File: src/rtl/sbms_pkg.sv
// ----------------------------------------------------------------------------
// sbms_pkg
// Shared types and constants for the shared-buffer multi-stack.
// ----------------------------------------------------------------------------
package sbms_pkg;

  localparam int CAPACITY_DEF   = 64;
  localparam int STACKS_DEF     = 8;
  localparam int DATA_WIDTH_DEF = 32;

  localparam int SEL_W    = 3;
  localparam int VALUE_W  = 32;
  localparam int STATUS_W = 2;

  typedef enum logic [STATUS_W-1:0] {
    ST_OK    = 2'd0,
    ST_FULL  = 2'd1,
    ST_EMPTY = 2'd2
  } status_t;

  typedef enum logic {
    ACT_PUSH = 1'b0,
    ACT_POP  = 1'b1
  } action_t;

endpackage

File: src/rtl/sbms_link_table.sv
// ----------------------------------------------------------------------------
// sbms_link_table
// Per-entry link words. Entries at or above the fill mark have never been
// written and read back as their own index plus one.
// ----------------------------------------------------------------------------
module sbms_link_table #(
  parameter int CAPACITY = 64,
  parameter int AW       = 6,
  parameter int LW       = 7
) (
  input  logic          clk,
  input  logic          rst_n,
  input  logic          rd_en,
  input  logic [AW-1:0] rd_addr,
  output logic [LW-1:0] rd_data,
  input  logic          wr_en,
  input  logic [AW-1:0] wr_addr,
  input  logic [LW-1:0] wr_data
);

  logic [LW-1:0] link_mem [CAPACITY];
  logic [LW-1:0] q_r;
  logic [LW-1:0] succ_r;
  logic          fresh_r;
  logic [LW-1:0] fill_r;

  always_ff @(posedge clk) begin
    if (wr_en) begin
      link_mem[wr_addr] <= wr_data;
    end
    if (rd_en) begin
      q_r     <= link_mem[rd_addr];
      succ_r  <= LW'(rd_addr) + LW'(1);
      fresh_r <= (LW'(rd_addr) >= fill_r);
    end
  end

  always_ff @(posedge clk) begin
    if (!rst_n) begin
      fill_r <= '0;
    end else if (wr_en && (LW'(wr_addr) == fill_r)) begin
      fill_r <= fill_r + LW'(1);
    end
  end

  assign rd_data = fresh_r ? succ_r : q_r;

endmodule

File: src/rtl/sbms_top_table.sv
// ----------------------------------------------------------------------------
// sbms_top_table
// Top-of-stack pointer per stack; a stack never written reads as null.
// ----------------------------------------------------------------------------
module sbms_top_table #(
  parameter int STACKS   = 8,
  parameter int CAPACITY = 64,
  parameter int SW       = 3,
  parameter int LW       = 7
) (
  input  logic          clk,
  input  logic          rst_n,
  input  logic          rd_en,
  input  logic [SW-1:0] rd_addr,
  output logic [LW-1:0] rd_data,
  input  logic          wr_en,
  input  logic [SW-1:0] wr_addr,
  input  logic [LW-1:0] wr_data
);

  localparam logic [LW-1:0] NULL_IDX = LW'(CAPACITY);

  logic [LW-1:0]     top_mem [STACKS];
  logic [STACKS-1:0] valid_r;
  logic [LW-1:0]     q_r;
  logic              q_valid_r;

  always_ff @(posedge clk) begin
    if (wr_en) begin
      top_mem[wr_addr] <= wr_data;
    end
    if (rd_en) begin
      q_r       <= top_mem[rd_addr];
      q_valid_r <= valid_r[rd_addr];
    end
  end

  always_ff @(posedge clk) begin
    if (!rst_n) begin
      valid_r <= '0;
    end else if (wr_en) begin
      valid_r[wr_addr] <= 1'b1;
    end
  end

  assign rd_data = q_valid_r ? q_r : NULL_IDX;

endmodule

File: src/rtl/shared_buffer_multi_stack.sv
// ----------------------------------------------------------------------------
// shared_buffer_multi_stack
// Several LIFO stacks sharing one entry store, managed by a linked free list.
//
// Input channel (in_valid/in_ready): in_action selects push or pop,
// in_stack_sel the stack, in_value the word to push (ignored on pop).
// Result channel (out_valid/out_ready): one transaction per input, with
// out_status (ok, push refused store full, pop refused stack empty) and
// out_popped_value (value of a successful pop, else zero).
// A push or a refused operation passes through S_IDLE and S_LOOK, a
// successful pop also through S_POP: the top pointer and then the link word
// are read from synchronous memories, one dependent read per cycle, before
// the write-back. The result register is loaded in the last of those states,
// so out_valid rises after S_LOOK for a push or a refused operation and
// after S_POP for a successful pop.
// in_ready is high while no transaction is in progress, also while a
// result waits in the output register.
// If the receiver stalls with a result still held, the next transaction
// waits in its final cycle and writes nothing until the register frees.
// Reset empties all stacks and returns every entry to the free list at once.
// ----------------------------------------------------------------------------
module shared_buffer_multi_stack
  import sbms_pkg::*;
#(
  parameter int CAPACITY   = CAPACITY_DEF,
  parameter int STACKS     = STACKS_DEF,
  parameter int DATA_WIDTH = DATA_WIDTH_DEF
) (
  input  logic                       clk,
  input  logic                       rst_n,
  input  logic                       in_valid,
  output logic                       in_ready,
  input  logic                       in_action,
  input  logic [SEL_W-1:0]           in_stack_sel,
  input  logic signed [VALUE_W-1:0]  in_value,
  output logic                       out_valid,
  input  logic                       out_ready,
  output logic [STATUS_W-1:0]        out_status,
  output logic signed [VALUE_W-1:0]  out_popped_value
);

  localparam int AW = (CAPACITY > 1) ? $clog2(CAPACITY) : 1;
  localparam int LW = $clog2(CAPACITY + 1);
  localparam int SW = (STACKS > 1) ? $clog2(STACKS) : 1;
  localparam int XW = (DATA_WIDTH > VALUE_W) ? DATA_WIDTH : VALUE_W;
  localparam logic [LW-1:0] NULL_IDX = LW'(CAPACITY);
  localparam logic [8:0]    STACKS_LIM = 9'(STACKS);

  typedef enum logic [1:0] {
    S_IDLE,
    S_LOOK,
    S_POP
  } state_t;

  state_t                  state_r, state_nxt;
  logic                    pop_r, pop_nxt;
  logic                    sel_ok_r, sel_ok_nxt;
  logic [SEL_W-1:0]        sel_r, sel_nxt;
  logic [DATA_WIDTH-1:0]   val_r, val_nxt;
  logic [LW-1:0]           slot_r, slot_nxt;
  logic [LW-1:0]           free_head_r, free_head_nxt;
  logic                    out_valid_r, out_valid_nxt;
  status_t                 out_status_r, out_status_nxt;
  logic [VALUE_W-1:0]      out_value_r, out_value_nxt;

  logic [DATA_WIDTH-1:0]   ent_mem [CAPACITY];
  logic [DATA_WIDTH-1:0]   ent_q_r;
  logic                    ent_rd_en, ent_wr_en;
  logic [AW-1:0]           ent_rd_addr, ent_wr_addr;
  logic [XW-1:0]           ent_q_ext;

  logic                    link_rd_en, link_wr_en;
  logic [AW-1:0]           link_rd_addr, link_wr_addr;
  logic [LW-1:0]           link_rd_data, link_wr_data;

  logic                    top_rd_en, top_wr_en;
  logic [SW-1:0]           top_addr;
  logic [LW-1:0]           top_rd_data, top_wr_data;

  logic                    accept;
  logic                    out_free;

  assign accept    = in_valid && in_ready;
  assign out_free  = !out_valid_r || out_ready;
  assign top_addr  = SW'(sel_r);
  assign ent_q_ext = XW'(ent_q_r);

  always_ff @(posedge clk) begin
    if (ent_wr_en) begin
      ent_mem[ent_wr_addr] <= val_r;
    end
    if (ent_rd_en) begin
      ent_q_r <= ent_mem[ent_rd_addr];
    end
  end

  sbms_link_table #(
    .CAPACITY (CAPACITY),
    .AW       (AW),
    .LW       (LW)
  ) u_link (
    .clk     (clk),
    .rst_n   (rst_n),
    .rd_en   (link_rd_en),
    .rd_addr (link_rd_addr),
    .rd_data (link_rd_data),
    .wr_en   (link_wr_en),
    .wr_addr (link_wr_addr),
    .wr_data (link_wr_data)
  );

  sbms_top_table #(
    .STACKS   (STACKS),
    .CAPACITY (CAPACITY),
    .SW       (SW),
    .LW       (LW)
  ) u_top (
    .clk     (clk),
    .rst_n   (rst_n),
    .rd_en   (top_rd_en),
    .rd_addr (SW'(in_stack_sel)),
    .rd_data (top_rd_data),
    .wr_en   (top_wr_en),
    .wr_addr (top_addr),
    .wr_data (top_wr_data)
  );

  always_comb begin
    state_nxt      = state_r;
    pop_nxt        = pop_r;
    sel_ok_nxt     = sel_ok_r;
    sel_nxt        = sel_r;
    val_nxt        = val_r;
    slot_nxt       = slot_r;
    free_head_nxt  = free_head_r;
    out_valid_nxt  = out_valid_r && !out_ready;
    out_status_nxt = out_status_r;
    out_value_nxt  = out_value_r;

    in_ready       = (state_r == S_IDLE);

    top_rd_en      = 1'b0;
    top_wr_en      = 1'b0;
    top_wr_data    = free_head_r;
    link_rd_en     = 1'b0;
    link_rd_addr   = free_head_r[AW-1:0];
    link_wr_en     = 1'b0;
    link_wr_addr   = free_head_r[AW-1:0];
    link_wr_data   = top_rd_data;
    ent_rd_en      = 1'b0;
    ent_rd_addr    = top_rd_data[AW-1:0];
    ent_wr_en      = 1'b0;
    ent_wr_addr    = free_head_r[AW-1:0];

    unique case (state_r)
      S_IDLE: begin
        if (accept) begin
          pop_nxt    = in_action;
          sel_nxt    = in_stack_sel;
          sel_ok_nxt = (9'(in_stack_sel) < STACKS_LIM);
          val_nxt    = DATA_WIDTH'($unsigned(in_value));
          top_rd_en  = 1'b1;
          link_rd_en = 1'b1;
          state_nxt  = S_LOOK;
        end
      end
      S_LOOK: begin
        slot_nxt = top_rd_data;
        if (!sel_ok_r || (!pop_r && free_head_r == NULL_IDX)
            || (pop_r && top_rd_data == NULL_IDX)) begin
          if (out_free) begin
            out_valid_nxt  = 1'b1;
            out_status_nxt = pop_r ? ST_EMPTY : ST_FULL;
            out_value_nxt  = '0;
            state_nxt      = S_IDLE;
          end
        end else if (pop_r == ACT_POP) begin
          link_rd_en   = 1'b1;
          link_rd_addr = top_rd_data[AW-1:0];
          ent_rd_en    = 1'b1;
          state_nxt    = S_POP;
        end else if (out_free) begin
          ent_wr_en      = 1'b1;
          link_wr_en     = 1'b1;
          top_wr_en      = 1'b1;
          free_head_nxt  = link_rd_data;
          out_valid_nxt  = 1'b1;
          out_status_nxt = ST_OK;
          out_value_nxt  = '0;
          state_nxt      = S_IDLE;
        end
      end
      S_POP: begin
        if (out_free) begin
          top_wr_en      = 1'b1;
          top_wr_data    = link_rd_data;
          link_wr_en     = 1'b1;
          link_wr_addr   = slot_r[AW-1:0];
          link_wr_data   = free_head_r;
          free_head_nxt  = slot_r;
          out_valid_nxt  = 1'b1;
          out_status_nxt = ST_OK;
          out_value_nxt  = ent_q_ext[VALUE_W-1:0];
          state_nxt      = S_IDLE;
        end
      end
      default: begin
        state_nxt = S_IDLE;
      end
    endcase
  end

  always_ff @(posedge clk) begin
    if (!rst_n) begin
      state_r      <= S_IDLE;
      free_head_r  <= '0;
      out_valid_r  <= 1'b0;
    end else begin
      state_r      <= state_nxt;
      free_head_r  <= free_head_nxt;
      out_valid_r  <= out_valid_nxt;
    end
    pop_r        <= pop_nxt;
    sel_r        <= sel_nxt;
    sel_ok_r     <= sel_ok_nxt;
    val_r        <= val_nxt;
    slot_r       <= slot_nxt;
    out_status_r <= out_status_nxt;
    out_value_r  <= out_value_nxt;
  end

  assign out_valid        = out_valid_r;
  assign out_status       = out_status_r;
  assign out_popped_value = out_value_r;

endmodule

File: config.mk
export PLATFORM = sky130hd
export DESIGN_NAME = shared_buffer_multi_stack
export DESIGN_NICKNAME = d
export VERILOG_FILES = /design/src/rtl/sbms_pkg.sv /design/src/rtl/sbms_link_table.sv /design/src/rtl/sbms_top_table.sv /design/src/rtl/shared_buffer_multi_stack.sv
export SDC_FILE = /design/constraint.sdc
export NUM_CORES = 2
export LEC_CHECK = 0
export BUFFER_PORTS_ARGS = -buffer_cell sky130_fd_sc_hd__buf_2
export CORE_MARGIN = 5
export CORE_UTILIZATION = 55
export CTS_BUF_LIST = sky130_fd_sc_hd__clkbuf_16
export CTS_CLUSTER_SIZE = 30
export DETAILED_ROUTE_END_ITERATION = 8
export PLACE_DENSITY = 0.73
export SKIP_LAST_GASP = 1
export SYNTH_ARGS = -nofsm -noshare
export SYNTH_HDL_FRONTEND = slang
export SYNTH_SLANG_ARGS = --single-unit
File: constraint.sdc
create_clock -name clk -period 4.85 [get_ports clk]
set_input_delay 0 -clock clk [delete_from_list [all_inputs] [get_ports clk]]
set_output_delay 0 -clock clk [all_outputs]
set_load 0.05 [all_outputs]
# After elaboration in Yosys (flattened, before gate mapping)
# Memories as Yosys holds them, arrays and structs flattened. A register that Yosys moved wholly into a read port is not among the register bits.
# Cells that the tools add are included.
# W data, S select, Z words.
# totals
reg_bits,111
mem_bits_rw,2552
elab_cells,106
n_memories,3
# op_classes
add_sub_neg,2
n_lt_le_gt_ge,4
eq_ne,11
mux,54
bitwise,1
n_reduce_logical,17
# memory_table
name,depth,width,read_ports,rd_ports_with_merged_regs,wr,line_no,text
ent_mem,64,32,1,1,1,shared_buffer_multi_stack.sv:66,logic [DATA_WIDTH-1:0] ent_mem [CAPACITY];
u_link.link_mem,64,7,1,1,1,sbms_link_table.sv:21,logic [LW-1:0] link_mem [CAPACITY];
u_top.top_mem,8,7,1,1,1,sbms_top_table.sv:23,logic [LW-1:0] top_mem [STACKS];
# op_table
cell,n
$mux W32,4
$pmux W32 S2,1
$mux W7,9
$mux W6,5
$mux W1,18
$mux W2,9
$eq A7 B7 Y1 const B,2
$pmux W7 S2,1
$lt A3 B4 Y1 const B,2
$or A8 B8 Y8,1
$add A6 B1 Y7 const B,1
$add A7 B1 Y7 const B,1
$eq A6 B7 Y1,1
$ge A6 B7 Y1,1
$logic_and A1 B1 Y1,6
$ne A2 B2 Y1 const B,3
$ne A3 B3 Y1 const B,2
$pmux W1 S2,3
$pmux W2 S3,1
$reduce_and A3 Y1,2
$pmux W2 S2,1
$reduce_and A4 Y1,1
$bmux W1 S3,1
$demux W1 S3,1
9 further kinds,12

# Longest topological paths before layout
# depth
ltp_word,8
ltp_mapped,18
depth_no_buf,15

# Cells and area by module
# A second synthesis with hierarchy kept.
# hier_totals
cells_unflattened,4575
hier_area_um2,104256.2
# modules_own_cells
module,instances,cells_each,area_each_um2,seq_area_each_um2
shared_buffer_multi_stack,1,3546,82716.8,64972.3
sbms_link_table,1,904,18721.7,14043.5
sbms_top_table,1,125,2817.7,2082.0

# Least setup slack after synthesis
# Ideal clock, no wire load.
# synth_path
kind,reg-to-reg
from,reg u_top.q_valid_r
to,"mem u_link.link_mem[0][1], data pin"
arrival_time_ps,4252
slack_ps,-104
path_stages_with_launch,9
n_path_buf,6
period_less_slack_ps,4954
cell_sequence,edfxtp_1 > clkbuf_1 > buf_2 > nand2_1 > clkbuf_1 > clkbuf_1 > clkbuf_1 > buf_1 > o21ai_0
# synth_between
elab_chain_cells,3
# synth_rtl
item,line_no,text
start: declaration,sbms_top_table.sv:26,logic q_valid_r;
start signal: assignment,sbms_top_table.sv:34,q_valid_r <= valid_r[rd_addr];
$mux W7 (*),sbms_top_table.sv:46,assign rd_data = q_valid_r ? q_r : NULL_IDX;
$mux W7,shared_buffer_multi_stack.sv:194,if (out_free) begin
$mux W7 (*),shared_buffer_multi_stack.sv:155,unique case (state_r)
net link_wr_data[1],shared_buffer_multi_stack.sv:74,"logic [LW-1:0] link_rd_data, link_wr_data;"
end: declaration,sbms_link_table.sv:21,
# The timed path passes the listed nets; every way through them passes the cells marked *.

# Worst setup path in the final report
# layout_path
from,reg u_top.q_valid_r
to,"reg ent_q_r[26] (netlist: ent_q_ext[26]) (read register of ent_mem), data pin"
# layout_between
elab_chain_cells,6
# layout_rtl
item,line_no,text
$mux W7 (*),sbms_top_table.sv:46,
$eq A7 B7 Y1,shared_buffer_multi_stack.sv:170,|| (pop_r && top_rd_data == NULL_IDX)) begin
$logic_and A1 B1 Y1,shared_buffer_multi_stack.sv:170,
$logic_or A1 B1 Y1,shared_buffer_multi_stack.sv:170,
$mux W1,shared_buffer_multi_stack.sv:169,if (!sel_ok_r || (!pop_r && free_head_r == NULL_IDX)
$mux W1,shared_buffer_multi_stack.sv:155,
end: declaration,shared_buffer_multi_stack.sv:67,logic [DATA_WIDTH-1:0] ent_q_r;
# Every way passes the cells marked *; elsewhere a longest branch is shown, timed or not.
# A chain may end at the register's enable or synchronous reset.

==> summary by stage <==
Clocking
The later pin in the worst-skew pair is clocked with a latency of 0.95 ns. Gates resized during post-CTS repair numbered 0. The maximum count of clock buffers along a single path is 4. The number of CTS-inserted buffers is 278. The post-CTS clock slew at the launch and capture registers of the worst setup and hold paths is 0.06 ns. TritonCTS built the clock tree. The H-tree level count is 5.

The clock tree root buffer cell is sky130_fd_sc_hd__clkbuf_16. For this design, the sink count on the clock tree is 2709.

GRT
The number of antenna violations at the first check in global routing is 9. Summed over all layers, the global routing overflow is 0. The first-pass GRT wire length is 441000 um. The maximum number of pins on one net before global-route repair is 159.

The number of global-route vias before repair is 64900. In the global route stage, overall resource usage came out at 0.294.

Setup path
The startpoint identified for the worst register-to-register timing path is u_top.q_valid_r$_DFFE_PP_. Data arrives at the worst endpoint at 5.04 ns. The launching instance or port of the critical path is u_top.q_valid_r$_DFFE_PP_. On the worst path, the slowest cell contributes a delay of 0.92 ns. The start-to-end type of the worst setup path is flip-flop to flip-flop.

The required time of the critical path is 5.51 ns. Traced cell by cell, the critical path runs through nand2_4, buf_12, buf_12, buf_4, mux2_2, a221oi_1, a21oi_1, a2111oi_0, a21oi_1, a21oi_1, inv_1. The number of cells on the worst reg-to-reg path is 11.

By instance count, the cell type seen most on the critical path is sky130_fd_sc_hd__a21oi_1. The endpoint of the most critical register-to-register path is ent_q_ext[26]$_DFFE_PP_. The critical path capture point is ent_q_ext[26]$_DFFE_PP_. Across all register-to-register paths, the minimum setup slack is 0.47 ns. The type of origin of the critical path is a flip-flop. The endpoint kind of the worst setup timing path is a flip-flop. The biggest fanout along the worst timing path is 35. The slowest cell on the critical path is sky130_fd_sc_hd__a2111oi_0.

Power
The internal portion of the total power is 0.0379 W. Of the total power, registers draw 0.530. The post-layout total power is 0.0491 W. Of the total power, the clock network draws 0.395.

The switching power as a share of total power is 0.229. The total power per unit cell area is 405 nW/um^2. The relative contribution of combinational cells to total power is 0.075. The worst ir drop on vdd is 0.000410 V. The leakage component of the power is 39.3 nW.

The net switching component of the power is 0.0113 W.

Die
The floorplan step defined a die boundary enclosing 203000 um^2. The effective utilization at floorplan is 0.554. For this design the top-level I/O count stands at 76. The die extent in y is 451 um. In this run the horizontal extent of the chip is 451 um. The row count is 161. The total area inside the core boundary comes to 193000 um^2.

Timing
The transition time at the pin with the least slew margin is 1.35 ns. The max-slew violation count is 0. Measured against its own limit, the worst slew margin works out to 0.0860. Setup repair after global routing left no endpoint under its margin. Static timing analysis puts the maximum clock frequency at 229 MHz. The clock skew is 0.0962 ns. The minimum clock period after layout is 4.38 ns. Dividing the final minimum period by the clock period gives 0.902. The count of final hold-check violations is 0. The post-layout worst setup margin is 0.474 ns. The post-route setup TNS is 0 ns.

Setup violations remaining at the end of the flow were counted as 0.

Min path
The path class of the tightest hold or removal check is input port to flip-flop. The cell depth of the worst min-delay path is 2.

Finish
In the final design database the tool counted 7321 nets. In the layout the commonest cells are sky130_fd_sc_hd__edfxtp_1 (2684), sky130_fd_sc_hd__nand2_1 (997), sky130_fd_sc_hd__a21oi_1 (402). The most frequent standard cell in the layout excluding fill and tap cells is sky130_fd_sc_hd__edfxtp_1. The final cell area excluding filler cells is 121000 um^2. The fraction of layout cells with a size suffix above 1 is 0.169. Once layout is complete, the utilization of the core stands at 0.628. From synthesis to final layout, the design area changed by 13.3%.

Placed design
The number of port buffers is 75. Timing analysis after detailed placement gives a worst setup slack of 0.697 ns. The estimated wirelength of the detail-placed design is 175000 um. Routability-driven placement finished with a final weighted congestion of 0.986. Summing all placed instances gives a cell area of 112000 um^2.

Drt
The post-detailed-route via-to-cell ratio is 6.68. The met1 layer wirelength in the final routing is 108000 um. Wires add up to 304000 um. The number of optimization iterations in the first detailed-route pass is 9.

The highest metal layer carrying signal wires in the routed design is met5. Summed over all nets, wire length on met3 after detailed routing comes to 34300 um. The count of routing violations after the opening detailed-route iteration is 9429. The total number of vias is 66600.

The met2 wire length is 142000 um. In the routed design, unresolved DRC markers number 0. The residual antenna-violating net count after detailed routing is 0.

The mean routed wirelength per cell is 30.5 um.

Yosys
Synthesis produced a netlist with a net count of 7001. The number of warnings reported in the yosys synthesis log is 0. The predominant post-synthesis flop cell is sky130_fd_sc_hd__edfxtp_1.

A synthesized cell averages 15.4 um^2. The netlist area before placement is 107000 um^2. The number of enable flip-flop cells after synthesis is 2684. The post-synthesis cell count is 6949.

The register bit total from synthesis is 2709. Counting flops with an async set or reset pin after synthesis yields a share of 0. The portion of the post-synthesis area used by sequential elements is 0.758. The number of distinct library cells after synthesis is 70.

Job
The count of maximum capacitance violations is 0.

Outcome
The flow ran to the end, and the final reports show no timing, DRC or antenna violations.
synthesized netlist by cell type (11+ instances only):
cell type	count	share of area
sky130_fd_sc_hd__a2111oi_0	67	0.0055
sky130_fd_sc_hd__a211oi_1	275	0.019
sky130_fd_sc_hd__a21oi_1	402	0.019
sky130_fd_sc_hd__a221oi_1	102	0.0084
sky130_fd_sc_hd__a22oi_1	104	0.0073
sky130_fd_sc_hd__a311oi_1	223	0.018
sky130_fd_sc_hd__a31oi_1	74	0.0043
sky130_fd_sc_hd__and2_1	40	0.0023
sky130_fd_sc_hd__buf_1	67	0.0024
sky130_fd_sc_hd__buf_2	69	0.0032
sky130_fd_sc_hd__clkbuf_1	331	0.012
sky130_fd_sc_hd__dfxtp_1	25	0.0047
sky130_fd_sc_hd__edfxtp_1	2684	0.75
sky130_fd_sc_hd__ha_1	12	0.0014
sky130_fd_sc_hd__inv_1	40	0.0014
sky130_fd_sc_hd__mux2_2	347	0.037
sky130_fd_sc_hd__mux2i_1	137	0.013
sky130_fd_sc_hd__mux4_2	16	0.0034
sky130_fd_sc_hd__nand2_1	1003	0.035
sky130_fd_sc_hd__nand3_1	189	0.0088
sky130_fd_sc_hd__nand4_1	16	0.00094
sky130_fd_sc_hd__nor2_1	181	0.0064
sky130_fd_sc_hd__nor2b_1	235	0.014
sky130_fd_sc_hd__nor3_1	47	0.0022
sky130_fd_sc_hd__nor4_1	35	0.0020
sky130_fd_sc_hd__o21a_1	11	0.00077
sky130_fd_sc_hd__o21ai_0	65	0.0030
sky130_fd_sc_hd__o22ai_1	19	0.0011
sky130_fd_sc_hd__xnor2_1	14	0.0011
state kept, by name, summed over array words and instances, names as in the netlist:
name,count
ent_q_ext,32
sel_r,3
u_top.q_r,7
u_top.q_valid_r,1
u_top.valid_r,8
pop_r,1
out_valid,1
u_link.q_r,7
val_r,32
u_link.link_mem,448
u_link.fill_r,7
u_link.succ_r,7
free_head_r,7
ent_mem,2048
out_popped_value,32
u_top.top_mem,56
state_r,2
slot_r,7
out_status,2
u_link.fresh_r,1
per-layer routing:
| metal | vias to the layer above | global-route usage |
|---|---|---|
| met5 | - | 0 |
| met4 | 2 | 0.165 |
| met3 | 1011 | 0.0561 |
| met2 | 4838 | 0.462 |
| met1 | 33100 | 0.390 |
| li1 | 27700 | - |
logic make-up after synthesis:
logic type      synth area share
buf+inv                   0.0198
xor+xnor                 0.00123
simple gates              0.0748
flops                      0.758
compound gates            0.0913
mux                       0.0533
fa+ha+maj                0.00140
metrics by stage:
step / hold slack [ns] / cells
2_1_floorplan: 0.0989 / 6949
3_3_place_gp: 0.176 / 9441
3_5_place_dp: 0.178 / 9441
4_1_cts: 0.0974 / 9972
5_1_grt: 0.122 / 9974
6_report: 0.157 / 9975
power by group through the flow:
stage | clock network [W] | logic, W | registers [W]
after floorplan | 0 | 0.00182 | 0.0267
after global placement | 0 | 0.00349 | 0.0265
after detailed placement | 0 | 0.00354 | 0.0265
after CTS | 0.0195 | 0.00361 | 0.0260
after global routing | 0.0205 | 0.00385 | 0.0260
final | 0.0194 | 0.00371 | 0.0260
worst min path at each step:
stage,start,to
floorplan,in_action,pop_r$_DFFE_PP_
global placement,in_value[20],val_r[20]$_DFFE_PP_
detailed placement,in_value[19],val_r[19]$_DFFE_PP_
CTS,in_stack_sel[2],sel_r[2]$_DFFE_PP_
global route,in_stack_sel[2],sel_r[2]$_DFFE_PP_
finish,in_stack_sel[2],sel_r[2]$_DFFE_PP_
repair_timing:
item / CTS / global route
endpoints found under the hold margin: 73 / 0
buffers inserted: 0 / 0
setup endpoints to repair: 0 / 0
hold buffers: 73 / 0
area by class of cell:
cell class,instances,area [um^2]
timing repair buffer,518,4290
clock buffer,282,7060
clock inverter,176,971
tap,2526,3160
fill,13300,71800
sequential,2709,81100
inverter,45,186
multi-input combinational,3717,24400
antenna,2,5.00
worst max-delay path, delay by kind of cell, from the launching register on:
family          cells  cell delay [ns]
simple gates        1             0.54
flops               1             0.60
mux                 1             0.37
buf+inv             4             0.87
compound gates      5             1.68
No activity file was read; power rests on OpenSTA's default activity.
